## src/hw/rtl/vertex_normal_accumulator_assert.svh

```systemverilog
// Assertion macros for the vertex normal accumulator.
// Expects signals clk and arst_n in the including scope.
`ifndef VERTEX_NORMAL_ACCUMULATOR_ASSERT_SVH
`define VERTEX_NORMAL_ACCUMULATOR_ASSERT_SVH

// same-cycle implication
`define VNA_AST_NOW(lbl, ante, cons, msg) \
	lbl: assert property (@(posedge clk) disable iff (!arst_n) (ante) |-> (cons)) \
	else $error(msg);

// next-cycle implication
`define VNA_AST_NEXT(lbl, ante, cons, msg) \
	lbl: assert property (@(posedge clk) disable iff (!arst_n) (ante) |=> (cons)) \
	else $error(msg);

`endif

```

## src/hw/rtl/vna_pkg.sv

```systemverilog
// Shared types and constants for the vertex normal accumulator.
// No dependencies.
package vna_pkg;

	localparam int VERTEX_COUNT = 1024;
	localparam int ADDR_W = $clog2(VERTEX_COUNT);
	localparam int IDX_W = 10;
	localparam int POS_W = 32;
	localparam int NRM_W = 16;
	localparam int CMP_W = 31; // unitizer input component, magnitude < 2^30

	localparam logic [1:0] FUNC_LOAD = 2'd0;
	localparam logic [1:0] FUNC_FACE = 2'd1;
	localparam logic [1:0] FUNC_READ = 2'd2;
	localparam logic [1:0] FUNC_NONE = 2'd3;

	typedef struct packed {
		logic [1:0]              func;
		logic [IDX_W-1:0]        first_index;
		logic [IDX_W-1:0]        second_index;
		logic [IDX_W-1:0]        third_index;
		logic signed [POS_W-1:0] pos_x;
		logic signed [POS_W-1:0] pos_y;
		logic signed [POS_W-1:0] pos_z;
	} vna_cmd_t;

	typedef struct packed {
		logic signed [NRM_W-1:0] normal_x;
		logic signed [NRM_W-1:0] normal_y;
		logic signed [NRM_W-1:0] normal_z;
		logic                    index_error;
	} vna_res_t;

	typedef struct packed {
		logic signed [POS_W-1:0] x;
		logic signed [POS_W-1:0] y;
		logic signed [POS_W-1:0] z;
	} vna_pos_t;

	typedef struct packed {
		logic signed [CMP_W-1:0] x;
		logic signed [CMP_W-1:0] y;
		logic signed [CMP_W-1:0] z;
	} vna_vec_t;

	typedef struct packed {
		logic signed [NRM_W-1:0] x;
		logic signed [NRM_W-1:0] y;
		logic signed [NRM_W-1:0] z;
	} vna_nrm_t;

	function automatic logic idx_bad(input logic [IDX_W-1:0] i);
		return 32'(i) >= 32'(VERTEX_COUNT);
	endfunction

endpackage

```

## src/hw/rtl/vna_unitize.sv

```systemverilog
// Iterative unit-vector scaler: sum of squares, bit-pair square root,
// then one restoring divide step per cycle per component. Uses vna_pkg.
module vna_unitize import vna_pkg::*; (
	input  logic     clk,
	input  logic     arst_n,
	input  logic     go,
	input  vna_vec_t vec,
	output logic     done,
	output vna_nrm_t nrm
);

	typedef enum logic [2:0] {U_IDLE, U_SQ, U_ROOT, U_DINIT, U_DIV} u_state_t;

	u_state_t state_q;
	logic [1:0] cnt_q;
	logic [3:0] step_q;
	logic [2:0][29:0] mag_q;
	logic [2:0] neg_q;
	logic [29:0] sel_mag;
	logic sel_neg;
	logic [59:0] sq_q;
	logic [61:0] len2_q, len2_sum, x_q;
	logic [62:0] res_q, bit_q;
	logic [63:0] rb;
	logic root_ge;
	logic [46:0] rem_q, dsh_q;
	logic div_ge;
	logic [15:0] q_q, q_next;
	logic [2:0][NRM_W-1:0] nrm_q;
	logic signed [CMP_W-1:0] ax, ay, az;

	always_comb begin
		case (cnt_q)
			2'd0: begin sel_mag = mag_q[0]; sel_neg = neg_q[0]; end
			2'd1: begin sel_mag = mag_q[1]; sel_neg = neg_q[1]; end
			default: begin sel_mag = mag_q[2]; sel_neg = neg_q[2]; end
		endcase
	end

	assign ax = vec.x[CMP_W-1] ? -vec.x : vec.x;
	assign ay = vec.y[CMP_W-1] ? -vec.y : vec.y;
	assign az = vec.z[CMP_W-1] ? -vec.z : vec.z;

	assign len2_sum = len2_q + 62'(sq_q);
	assign rb = {1'b0, res_q} + {1'b0, bit_q};
	assign root_ge = {2'b00, x_q} >= rb;
	assign div_ge = rem_q >= dsh_q;
	assign q_next = {q_q[14:0], div_ge};

	assign nrm.x = nrm_q[0];
	assign nrm.y = nrm_q[1];
	assign nrm.z = nrm_q[2];

	always_ff @(posedge clk or negedge arst_n) begin
		if (!arst_n) begin
			state_q <= U_IDLE;
			cnt_q <= '0;
			step_q <= '0;
			done <= 1'b0;
		end else begin
			done <= 1'b0;
			unique case (state_q)
				U_IDLE: begin
					if (go) begin
						mag_q[0] <= ax[29:0];
						mag_q[1] <= ay[29:0];
						mag_q[2] <= az[29:0];
						neg_q <= {vec.z[CMP_W-1], vec.y[CMP_W-1], vec.x[CMP_W-1]};
						len2_q <= '0;
						sq_q <= '0;
						cnt_q <= '0;
						state_q <= U_SQ;
					end
				end
				U_SQ: begin
					if (cnt_q != 2'd3) sq_q <= sel_mag * sel_mag;
					if (cnt_q != 2'd0) len2_q <= len2_sum;
					if (cnt_q == 2'd3) begin
						if (len2_sum == '0) begin
							nrm_q <= '0;
							done <= 1'b1;
							state_q <= U_IDLE;
						end else begin
							x_q <= len2_sum;
							res_q <= '0;
							bit_q <= 63'(1) << 62;
							state_q <= U_ROOT;
						end
					end
					cnt_q <= cnt_q + 2'd1;
				end
				U_ROOT: begin
					if (root_ge) begin
						x_q <= x_q - rb[61:0];
						res_q <= (res_q >> 1) + bit_q;
					end else begin
						res_q <= res_q >> 1;
					end
					bit_q <= bit_q >> 2;
					if (bit_q == 63'd1) begin
						cnt_q <= '0;
						state_q <= U_DINIT;
					end
				end
				U_DINIT: begin
					// numerator m*2^15 + len, divisor 2*len aligned to quotient bit 15
					rem_q <= 47'({sel_mag, 15'b0}) + 47'(res_q[30:0]);
					dsh_q <= {res_q[30:0], 16'b0};
					q_q <= '0;
					step_q <= '0;
					state_q <= U_DIV;
				end
				U_DIV: begin
					if (div_ge) rem_q <= rem_q - dsh_q;
					q_q <= q_next;
					dsh_q <= dsh_q >> 1;
					step_q <= step_q + 4'd1;
					if (step_q == 4'd15) begin
						nrm_q[cnt_q] <= sel_neg ? -q_next : q_next;
						if (cnt_q == 2'd2) begin
							done <= 1'b1;
							state_q <= U_IDLE;
						end else begin
							cnt_q <= cnt_q + 2'd1;
							state_q <= U_DINIT;
						end
					end
				end
				default: state_q <= U_IDLE;
			endcase
		end
	end

endmodule

```

## config.mk

```make
export PLATFORM = sky130hd
export DESIGN_NAME = vna_unitize
export DESIGN_NICKNAME = d
export VERILOG_FILES = /design/src/hw/rtl/vertex_normal_accumulator_assert.svh /design/src/hw/rtl/vna_pkg.sv /design/src/hw/rtl/vna_unitize.sv
export SDC_FILE = /design/constraint.sdc
export NUM_CORES = 2
export LEC_CHECK = 0
export BUFFER_PORTS_ARGS = -buffer_cell sky130_fd_sc_hd__buf_2
export CAP_MARGIN = 10
export CORE_MARGIN = 4
export CORE_UTILIZATION = 48
export DETAILED_ROUTE_END_ITERATION = 8
export PLACE_DENSITY = 0.71
export REMOVE_ABC_BUFFERS = 1
export SLEW_MARGIN = 10
export SYNTH_ARGS = -nofsm -noshare
export SYNTH_HDL_FRONTEND = slang
export SYNTH_SLANG_ARGS = --single-unit
export TNS_END_PERCENT = 10
```

## constraint.sdc

```tcl
create_clock -name clk -period 33.4 [get_ports clk]
set_clock_uncertainty 0.15 [all_clocks]
set_input_delay 0 -clock clk [delete_from_list [all_inputs] [get_ports clk]]
set_output_delay 0 -clock clk [all_outputs]
set_load 0.01 [all_outputs]
```

==> impl_metrics.toml <==
[worst_setup_path]
worstPathRequired_ns = 33.75
worst-path-buf-inv = 10
r2r_cells = 35
cp_top_family = "adder cells"
crit_path_end = "sq_q[59]"
endpoint_kind = "register"
cp.depth = 35
critPathLaunchType = "register"
slowest_delay_ns = 0.84
startpoint = "cnt_q[1]"
rrSetupSlack_ns = 21.18
r2r_start = "cnt_q[1]"
reg2reg_to = "sq_q[59]"
crit_type = "register to register"
arrival_ns = 12.56
cp_slowest_cell = "o21a_1"
crit_fanout = 69
crit_path_frequent_cell = "inv_1"

[cells_and_area]
drive_above_1_share = 0.0556
utilization = 0.536
nNetsFinal = 8328
design_area_mm2 = 0.0698
syn_to_final_growth_pct = 10.5

[timing]
min_period_ns = 12.22
setup_viol = 0
hold_violations = 0
fmax_mhz = 81.8
hold_ws_ns = 0.265
rsz0062_at_grt = "false"
drv_slew = 0
worst_pin_slew_ns = 1.09
fin_crit_sh = 0.366
slew_headroom = 0.274
fin_tns_setup_ns = 0

[detailed_routing]
ant_nets = 0
wl_mm = 191
first_iter_violations = 4903
vias = 51630
drc_errors = 0
wl_per_cell_um = 21.7
viasPerCell = 5.86
drtPass1Iterations = 6

[pwr]
cell_internal_pwr_mw = 1.47
swShare = 0.321
switchingPower_uw = 696
clkPwrFrac = 0.330
p_leak_nw = 31.3
power_density_mw_per_mm2 = 31.1
total_power_mw = 2.17
peakVddDrop_mv = 0.0461
seq_power_share = 0.382
pwr-share-comb = 0.288

[floorplan]
fp.dieArea_mm2 = 0.138
rows = 132
die_h_um = 371
die_w_um = 371
initial_core_util = 0.486
io_pins = 145
coreArea_mm2 = 0.130

[synthesis]
netlist_area_mm2 = 0.0632
ys_types = 86
yosysTopAreaCellShare = 0.251
synthArstFlopShare = 0.0186
synth-edff-count = 528
ys.flop_type = "edfxtp_1"
synth_top_area_cell = "edfxtp_1"
ys_seq_area_frac = 0.255
ys_seq_elements = 538
yosysMostFrequentCell = "inv_1"
synth.top_cells.by_area = "edfxtp_1 25%, fa_1 22%, ha_1 10%"
synthCells = 6812
postSynthAreaPerCell_um2 = 9.28
yosys_warnings = 0
synth_common_cells = "1,047 x inv_1, 707 x fa_1, 636 x nor2_1"

[job]
drv_cap = 0

[global_routing]
grt_pass1_wl_mm = 299
antenna_found_initial = 6
grt_max_degree = 89
grt_pass1_vias = 52603
grt.overflow.total = 0
track_usage = 0.277

[min_path]
min_path_cells = 6
hold_path.class = "input port to register"

[clocking]
clockBufferDepth = 3
numClockSinks = 538
cts_root_buf = "clkbuf_16"
cts.clk_slew.worst_paths_ns = 0.07
insertion_delay_ns = 0.67
cts_tree = "yes"
cts_made_buffers = 59
htreeDepth = 2

[place]
place_area_mm2 = 0.0658
io_buffers = 144
place_congestion = 0.961
dp_hpwl_mm = 142

[run_status]
status = "finished, final reports clean"
## worst min-delay path by stage
stage                     startpoint         end  slack (ns)
after floorplan               arst_n    cnt_q[0]       -0.45
after global placement        arst_n        done       -0.19
after detailed placement      arst_n        done       -0.19
after CTS                    vec[30]    neg_q[2]        0.21
after global routing         vec[92]    neg_q[0]        0.28
final                             go  state_q[1]        0.27
## logic make-up (layout without fill, tap and decap cells)
logic type	after synthesis	count (layout)	share of synthesized area
fa+ha+maj	1218	1218	0.325
compound gates	1382	1382	0.140
other cells	0	6	0
mux	20	20	0.00321
buf+inv	1322	1574	0.0786
simple gates	1898	1898	0.138
flops	538	538	0.255
xor+xnor	434	434	0.0601
## worst reg2reg max path, delay by kind of cell (launching register included)
family	cells	cell delay [ns]
buf+inv	10	2.17
fa+ha+maj	10	4.01
compound gates	9	3.21
simple gates	6	2.07
flops	1	0.41
## per-layer routing
| layer | vias up | routed length (um) | track usage | share of wire |
|---|---|---|---|---|
| met5 | - | 15 | 0 | 0.000079 |
| met3 | 525 | 18000 | 0.0565 | 0.094 |
| met4 | 2 | 8800 | 0.112 | 0.046 |
| li1 | 23363 | - | - | - |
| met2 | 2413 | 87600 | 0.444 | 0.46 |
| met1 | 25327 | 76700 | 0.369 | 0.40 |
## metrics by stage
| stage | setup slack, ns | instances |
|---|---|---|
| after floorplan | 20.39 | 6547 |
| after global placement | 21.84 | 8507 |
| after detailed placement | 21.52 | 8507 |
| after CTS | 21.45 | 8806 |
| after global routing | 20.51 | 8810 |
| final | 21.18 | 8812 |
## cell usage in the layout, fill, tap and decap left out, drive strengths merged, types with 11 or more instances in the layout
master       count
inv           1051
fa             707
nor2           636
nand2          593
edfxtp         528
ha             511
o21ai          358
a21oi          327
xnor2          267
buf            218
dlygate4sd3    188
xor2           167
a21o           162
nor3            96
and3            92
nor2b           91
a211oi          86
nand3           77
a31oi           77
clkbuf          73
nand4           62
o21bai          58
o21a            57
o31ai           56
nand2b          50
and2            46
or3             38
nor4            32
clkinv          30
or4             25
o211ai          24
o41ai           23
a31o            20
mux2i           18
nor3b           14
a21boi          14
a2111oi         14
a311oi          14
or2             12
and4            11
## state kept, by name (all words and copies together) (netlist names)
register and cells:
mag_q 90, res_q 63, len2_q 62, x_q 62, sq_q 59, nrm 48
dsh_q 47, rem_q 47, bit_q 32, q_q 15, step_q 4, neg_q 3
state_q 3, cnt_q 2, done 1
## area by class of cell
cell class              instances  area (um^2)
clock inverters                38          497
diodes                          6         15.0
repair buffers                406         3160
flip-flops and latches        538        16100
inverters                    1057         3970
multi-input cells            4952        42300
clock buffers                  73         1570
fillers                     11642        60300
well taps                    1742         2180
## power groups by stage
| stage | Clock, mW | Sequential, mW | Combinational [mW] |
|---|---|---|---|
| after floorplan | 0 | 0.828 | 0.448 |
| after global placement | 0 | 0.842 | 0.569 |
| after detailed placement | 0 | 0.842 | 0.583 |
| after CTS | 0.724 | 0.828 | 0.613 |
| after global routing | 0.751 | 0.832 | 0.690 |
| final | 0.716 | 0.830 | 0.625 |
## timing repair
action | in CTS | in global routing
endpoints found under the hold margin | 105 | 0
hold buffers | 188 | 0
resized for setup | 0 | 0
setup buffers | 0 | 0
Note: power is estimated with default switching activity, not from simulation.
