### src/hw/rtl/vertex_normal_accumulator_assert.svh
// Assertion macros for the vertex normal accumulator.
// Expects signals clk and arst_n in the including scope.
`ifndef VERTEX_NORMAL_ACCUMULATOR_ASSERT_SVH
`define VERTEX_NORMAL_ACCUMULATOR_ASSERT_SVH

// same-cycle implication
`define VNA_AST_NOW(lbl, ante, cons, msg) \
	lbl: assert property (@(posedge clk) disable iff (!arst_n) (ante) |-> (cons)) \
	else $error(msg);

// next-cycle implication
`define VNA_AST_NEXT(lbl, ante, cons, msg) \
	lbl: assert property (@(posedge clk) disable iff (!arst_n) (ante) |=> (cons)) \
	else $error(msg);

`endif

### src/hw/rtl/vna_pkg.sv
// Shared types and constants for the vertex normal accumulator.
// No dependencies.
package vna_pkg;

	localparam int VERTEX_COUNT = 1024;
	localparam int ADDR_W = $clog2(VERTEX_COUNT);
	localparam int IDX_W = 10;
	localparam int POS_W = 32;
	localparam int NRM_W = 16;
	localparam int CMP_W = 31; // unitizer input component, magnitude < 2^30

	localparam logic [1:0] FUNC_LOAD = 2'd0;
	localparam logic [1:0] FUNC_FACE = 2'd1;
	localparam logic [1:0] FUNC_READ = 2'd2;
	localparam logic [1:0] FUNC_NONE = 2'd3;

	typedef struct packed {
		logic [1:0]              func;
		logic [IDX_W-1:0]        first_index;
		logic [IDX_W-1:0]        second_index;
		logic [IDX_W-1:0]        third_index;
		logic signed [POS_W-1:0] pos_x;
		logic signed [POS_W-1:0] pos_y;
		logic signed [POS_W-1:0] pos_z;
	} vna_cmd_t;

	typedef struct packed {
		logic signed [NRM_W-1:0] normal_x;
		logic signed [NRM_W-1:0] normal_y;
		logic signed [NRM_W-1:0] normal_z;
		logic                    index_error;
	} vna_res_t;

	typedef struct packed {
		logic signed [POS_W-1:0] x;
		logic signed [POS_W-1:0] y;
		logic signed [POS_W-1:0] z;
	} vna_pos_t;

	typedef struct packed {
		logic signed [CMP_W-1:0] x;
		logic signed [CMP_W-1:0] y;
		logic signed [CMP_W-1:0] z;
	} vna_vec_t;

	typedef struct packed {
		logic signed [NRM_W-1:0] x;
		logic signed [NRM_W-1:0] y;
		logic signed [NRM_W-1:0] z;
	} vna_nrm_t;

	function automatic logic idx_bad(input logic [IDX_W-1:0] i);
		return 32'(i) >= 32'(VERTEX_COUNT);
	endfunction

endpackage

### src/hw/rtl/vna_cross.sv
// Face normal direction: edges, exact cross product on one shared multiplier,
// then a one-bit-per-cycle right shift until all magnitudes are below 2^30. Uses vna_pkg.
module vna_cross import vna_pkg::*; (
	input  logic     clk,
	input  logic     arst_n,
	input  logic     go,
	input  vna_pos_t p0,
	input  vna_pos_t p1,
	input  vna_pos_t p2,
	output logic     done,
	output vna_vec_t cvec
);

	typedef enum logic [1:0] {CR_IDLE, CR_MUL, CR_SHIFT} cr_state_t;

	cr_state_t state_q;
	logic [2:0] cnt_q;
	logic signed [32:0] e1x_q, e1y_q, e1z_q, e2x_q, e2y_q, e2z_q;
	logic signed [32:0] mul_a, mul_b;
	logic signed [65:0] mul_p, prod_q, first_q;
	logic signed [66:0] diff;
	logic [66:0] diff_abs;
	logic [65:0] mx_q, my_q, mz_q;
	logic negx_q, negy_q, negz_q;
	logic too_wide;

	always_comb begin
		case (cnt_q)
			3'd0: begin mul_a = e1y_q; mul_b = e2z_q; end
			3'd1: begin mul_a = e1z_q; mul_b = e2y_q; end
			3'd2: begin mul_a = e1z_q; mul_b = e2x_q; end
			3'd3: begin mul_a = e1x_q; mul_b = e2z_q; end
			3'd4: begin mul_a = e1x_q; mul_b = e2y_q; end
			default: begin mul_a = e1y_q; mul_b = e2x_q; end
		endcase
	end

	assign mul_p = mul_a * mul_b;
	assign diff = {first_q[65], first_q} - {prod_q[65], prod_q};
	assign diff_abs = diff[66] ? 67'(-diff) : 67'(diff);
	assign too_wide = (|mx_q[65:30]) | (|my_q[65:30]) | (|mz_q[65:30]);

	assign cvec.x = negx_q ? -CMP_W'(mx_q[29:0]) : CMP_W'(mx_q[29:0]);
	assign cvec.y = negy_q ? -CMP_W'(my_q[29:0]) : CMP_W'(my_q[29:0]);
	assign cvec.z = negz_q ? -CMP_W'(mz_q[29:0]) : CMP_W'(mz_q[29:0]);

	always_ff @(posedge clk or negedge arst_n) begin
		if (!arst_n) begin
			state_q <= CR_IDLE;
			cnt_q <= '0;
			done <= 1'b0;
		end else begin
			done <= 1'b0;
			unique case (state_q)
				CR_IDLE: begin
					if (go) begin
						e1x_q <= {p1.x[31], p1.x} - {p0.x[31], p0.x};
						e1y_q <= {p1.y[31], p1.y} - {p0.y[31], p0.y};
						e1z_q <= {p1.z[31], p1.z} - {p0.z[31], p0.z};
						e2x_q <= {p2.x[31], p2.x} - {p0.x[31], p0.x};
						e2y_q <= {p2.y[31], p2.y} - {p0.y[31], p0.y};
						e2z_q <= {p2.z[31], p2.z} - {p0.z[31], p0.z};
						cnt_q <= '0;
						state_q <= CR_MUL;
					end
				end
				CR_MUL: begin
					// product k lands in prod_q in the following cycle
					if (cnt_q != 3'd6) prod_q <= mul_p;
					case (cnt_q)
						3'd1, 3'd3, 3'd5: first_q <= prod_q;
						3'd2: begin mx_q <= diff_abs[65:0]; negx_q <= diff[66]; end
						3'd4: begin my_q <= diff_abs[65:0]; negy_q <= diff[66]; end
						3'd6: begin mz_q <= diff_abs[65:0]; negz_q <= diff[66]; end
						default: ;
					endcase
					cnt_q <= cnt_q + 3'd1;
					if (cnt_q == 3'd6) state_q <= CR_SHIFT;
				end
				CR_SHIFT: begin
					if (too_wide) begin
						mx_q <= mx_q >> 1;
						my_q <= my_q >> 1;
						mz_q <= mz_q >> 1;
					end else begin
						done <= 1'b1;
						state_q <= CR_IDLE;
					end
				end
				default: state_q <= CR_IDLE;
			endcase
		end
	end

endmodule

### config.mk
export PLATFORM = sky130hd
export DESIGN_NAME = vna_cross
export DESIGN_NICKNAME = d
export VERILOG_FILES = /design/src/hw/rtl/vertex_normal_accumulator_assert.svh /design/src/hw/rtl/vna_pkg.sv /design/src/hw/rtl/vna_cross.sv
export SDC_FILE = /design/constraint.sdc
export NUM_CORES = 2
export LEC_CHECK = 0
export BUFFER_PORTS_ARGS = -buffer_cell sky130_fd_sc_hd__buf_2
export CAP_MARGIN = 30
export CORE_MARGIN = 4
export CORE_UTILIZATION = 55
export DETAILED_ROUTE_END_ITERATION = 8
export GPL_TIMING_DRIVEN = 0
export PLACE_DENSITY = 0.73
export SLEW_MARGIN = 40
export SYNTH_ARGS = -nofsm -noshare
export SYNTH_HDL_FRONTEND = slang
export SYNTH_SLANG_ARGS = --single-unit
### constraint.sdc
create_clock -name clk -period 42.7 [get_ports clk]
set_input_delay 2.135 -clock clk [delete_from_list [all_inputs] [get_ports clk]]
set_output_delay 2.135 -clock clk [all_outputs]
set_load 0.005 [all_outputs]
==> Flow_metrics.wiki <==
{| class="wikitable"
! Metric !! Value
|-
| Maximum clock rate || 0.0709 GHz
|-
| Most common flop cell mapped by yosys || sky130_fd_sc_hd__edfxtp_1
|-
| Placement-stage cell area || 0.0794 sq mm
|-
| Critical path data required time || 43.04 ns
|-
| Post-route standard cell area excluding fillers || 0.0816 sq mm
|-
| Register area share after synthesis || 21.6%
|-
| Floorplan die width || around 380 um
|-
| Full die area || approximately 0.14 sq mm
|-
| Row count || approximately 130
|-
| All-Layer GR Usage || between 30% and 40%
|-
| Total Nets Final || 10,300
|-
| Outcome || complete, no violations
|-
| FF-to-FF setup slack || 28.59 ns
|-
| Mean post-synth cell area || 9.39 sq um
|-
| Total Wirelength || 266,000 um
|-
| Multiplexer fraction of the synthesized cell area || less than 1%
|-
| Worst reg2reg endpoint || prod_q[63]
|-
| Final global-route overflow total || 0
|-
| Clock Skew || between 0.015 and 0.02 ns
|-
| Buffer cell driving the clock tree root || sky130_fd_sc_hd__clkbuf_16
|-
| Mapped Cells || approximately 8,000
|-
| Fraction of the cycle the final worst path needs || around 33%
|-
| Main combinational cell family by area after synthesis || adder cells
|-
| Reg2Reg Depth || 32
|-
| Arrival time at the worst endpoint || between 10 and 15 ns
|-
| Number of register bits inferred by synthesis || 537
|-
| Area of the multi-input gates || 0.0524 sq mm
|-
| Headroom to the max-slew limit || between 20 and 30%
|-
| Kind of path behind the tightest hold check || flip-flop to flip-flop
|-
| Startpoint of the most critical register-to-register path || cnt_q[0]
|-
| Worst-skew pair later-pin latency || between 0.6 and 0.7 ns
|-
| Final number of hold-violating endpoints || 0
|-
| Adder-cell share of the synthesized area || 39.1%
|-
| Worst Setup End Kind || flip-flop
|-
| Number of stages on the worst hold path || 0
|-
| Number of global-route vias before repair || 62,500
|-
| Per-cell routed wire length || approximately 26 um
|-
| Cell area after synthesis || about 0.074 sq mm
|-
| Count of pins on the block boundary || just under 400
|-
| Slowest Stage Delay on Critical Path || 0.81 ns
|-
| Time the final worst path needs with I/O delays and setup || ~14 ns
|-
| Number of antenna violations at the first check in global routing || 12
|-
| Quantity of gates resized following cts || 0
|-
| CTS H-tree lvls || 2
|-
| Type of origin of the critical path || flip-flop
|-
| Max cap viols || 0
|-
| Met1 Resource Use GR || 45.9%
|-
| Via/cell ratio || 5.89
|-
| CTS tree || built
|-
| Pin count of the biggest net entering global routing || 38
|-
| TritonCTS Buffers || approximately 60
|-
| Master of the slowest instance on the critical path || sky130_fd_sc_hd__o22ai_1
|-
| Busiest layer in global routing || met2
|-
| Post-Synth Simple-Gate Area || ~14%
|-
| Clock-pin slew on the worst setup and hold paths || 0.06 ns
|-
| Clk sink count || 537
|-
| Setup TNS || 0 ns
|-
| Fill cell instance count of the final layout || approximately 11,000
|-
| Total number of yosys warnings || 0
|-
| Global-route met3 utilization || roughly 8%
|-
| Highest fanout seen on the critical path || 10
|-
| Setup repair after global routing missed its margin || no
|-
| Initial core utilization || a little under three fifths
|-
| Wire length of the first global-routing pass || slightly below 400,000 um
|-
| Post-DP HPWL || about 230,000 um
|-
| Combined flip-flop and latch cell area || 0.0161 sq mm
|-
| Least-Margin Pin Slew || around 1.1 ns
|-
| Die height || about 380 um
|-
| Layout cells sized above 1 || under 10%
|-
| Number of flops mapped to enable cells by yosys || approximately 530
|-
| Setup-failing EPs final || 0
|-
| Hold wc startpoint || prod_q[14]
|-
| Count of buffers from port buffering || roughly 380
|-
| Overall via count from detail_route || between 60,000 and 70,000
|-
| FFs w/ async S/R, synth || under 10%
|-
| Max-slew violation count || 0
|-
| Number of cells in the design after placement || slightly above 10,000
|-
| Number of detailed-routing iterations run before antenna repair || 6
|-
| Critical path start-end classification || flip-flop to flip-flop
|-
| Net count after synthesis || around 9,900
|-
| Post-synthesis share of cell area spent on xor and xnor gates || roughly 4.6%
|-
| Routability Congestion || around 1.1
|-
| Area grow syn2layout || 9.62%
|-
| Area of the core || 0.134 sq mm
|-
| Post-CTS Setup Repair Bufs || 0
|-
| Count of unique library cells instantiated by Yosys || about 110
|-
| Initial drt markers || 5,782
|-
| Routed Antenna Nets || 0
|-
| Number of buffers inserted by hold repair at cts || 0
|-
| Min-Delay Endpoint || first_q[14]
|-
| Clock Path Buffers || 3
|-
| Fraction of the mapped netlist area in compound gates || 12.1%
|-
| Most frequent cell on the critical path || sky130_fd_sc_hd__fa_1
|-
| Final Non-Filler Cells || about 10,000
|-
| Global routing usage on met2 || roughly three fifths
|-
| Drc violations || 0
|}
synthesized netlist by cell type (30+ instances only):
library cell               number  area [sq um]
sky130_fd_sc_hd__a211oi_1      33           248
sky130_fd_sc_hd__a21o_1       257          1930
sky130_fd_sc_hd__a21oi_1      331          1660
sky130_fd_sc_hd__a22oi_1       67           503
sky130_fd_sc_hd__a31oi_1       50           313
sky130_fd_sc_hd__and2_1        72           450
sky130_fd_sc_hd__and3_1        45           282
sky130_fd_sc_hd__clkbuf_1     257           965
sky130_fd_sc_hd__edfxtp_1     531         15900
sky130_fd_sc_hd__fa_1        1152         23100
sky130_fd_sc_hd__ha_1         484          6060
sky130_fd_sc_hd__inv_1       1367          5130
sky130_fd_sc_hd__nand2_1      822          3090
sky130_fd_sc_hd__nand2b_1      65           407
sky130_fd_sc_hd__nand3_1       70           350
sky130_fd_sc_hd__nand4_1       30           188
sky130_fd_sc_hd__nor2_1       921          3460
sky130_fd_sc_hd__nor2b_1       43           269
sky130_fd_sc_hd__nor3_1        72           360
sky130_fd_sc_hd__nor4_1        46           288
sky130_fd_sc_hd__o21a_1        78           586
sky130_fd_sc_hd__o21ai_0      194           971
sky130_fd_sc_hd__o21bai_1      39           293
sky130_fd_sc_hd__o31ai_1       35           263
sky130_fd_sc_hd__or3_1         55           344
sky130_fd_sc_hd__xnor2_1      290          2540
sky130_fd_sc_hd__xor2_1       102           893
flip-flops by register name (all words and copies together) (netlist names), 33 cells and up:
name / flops
prod_q: 66
e1x_q: 33
mz_q: 66
e2y_q: 33
e1z_q: 33
first_q: 66
my_q: 66
e2x_q: 33
e1y_q: 33
mx_q: 66
e2z_q: 33
cell families (layout without fill, tap and decap cells):
family | after synthesis | after routing
buffers and inverters | 1674 | 2214
multiplexers | 20 | 20
AO/OA/AOI/OAI | 1336 | 1336
flip-flops | 537 | 537
other | 0 | 2
AND/OR/NAND/NOR | 2331 | 2331
adder cells (fa/ha/maj) | 1636 | 1636
XOR/XNOR | 392 | 392
how the worst max path moves through the flow:
stage,from,end,cells after the start
after floorplan,arst_n,e1x_q[0],2
after global placement,arst_n,e1y_q[0],3
after detailed placement,cnt_q[0],prod_q[63],32
after CTS,cnt_q[0],prod_q[63],32
after global routing,cnt_q[0],prod_q[65],32
final,cnt_q[0],prod_q[63],32
routing by layer:
metal / up-vias / share of wire (%)
li1: 26700 / -
met1: 29800 / 37
met2: 3085 / 45
met3: 825 / 8.8
met4: 4 / 8.6
met5: - / 0.0086
layout by cell type (no fill, tap or decap), types with 46 or more instances in the layout:
cell / count
sky130_fd_sc_hd__inv_1: 1365
sky130_fd_sc_hd__fa_1: 1151
sky130_fd_sc_hd__nor2_1: 919
sky130_fd_sc_hd__nand2_1: 822
sky130_fd_sc_hd__edfxtp_1: 531
sky130_fd_sc_hd__ha_1: 484
sky130_fd_sc_hd__buf_2: 416
sky130_fd_sc_hd__a21oi_1: 306
sky130_fd_sc_hd__xnor2_1: 286
sky130_fd_sc_hd__a21o_1: 257
sky130_fd_sc_hd__clkbuf_1: 215
sky130_fd_sc_hd__o21ai_0: 193
sky130_fd_sc_hd__xor2_1: 99
sky130_fd_sc_hd__o21a_1: 78
sky130_fd_sc_hd__and2_1: 72
sky130_fd_sc_hd__nor3_1: 71
sky130_fd_sc_hd__nand3_1: 70
sky130_fd_sc_hd__a22oi_1: 67
sky130_fd_sc_hd__nand2b_1: 65
sky130_fd_sc_hd__clkbuf_16: 60
sky130_fd_sc_hd__or3_1: 55
sky130_fd_sc_hd__clkbuf_2: 51
sky130_fd_sc_hd__a31oi_1: 49
sky130_fd_sc_hd__nor4_1: 46
area by class of cell:
cell class              instances  share of cell area (%)
diodes                          2                 0.00614
plain buffers                 307                    1.56
clock buffers                  68                    1.88
clock inverters                42                   0.635
inverters                    1367                    6.29
multi-input cells            5715                    64.2
flip-flops and latches        537                    19.7
well taps                    1768                    2.71
repair buffers                430                    3.00
through the flow:
stage / hold WS, ns / setup WS, ns / util [%]
2_1_floorplan: 0.426 / 26.21 / -
3_3_place_gp: 0.433 / 20.48 / 58.6
3_5_place_dp: 0.432 / 29.20 / 59.3
4_1_cts: 0.445 / 29.16 / 60.8
5_1_grt: 0.456 / 28.49 / 60.9
6_report: 0.444 / 28.59 / 60.9
critical path: cells and delay by family (launching register included):
family / cells / cell delay (ns)
adder cells (fa/ha/maj): 10 / 4.73
AO/OA/AOI/OAI: 10 / 4.14
buffers and inverters: 7 / 2.54
AND/OR/NAND/NOR: 5 / 1.81
flip-flops: 1 / 0.48
Power is left out: the tool's default activity adds up to more than one toggle a clock period on the data nets, which glitch-free logic cannot reach.
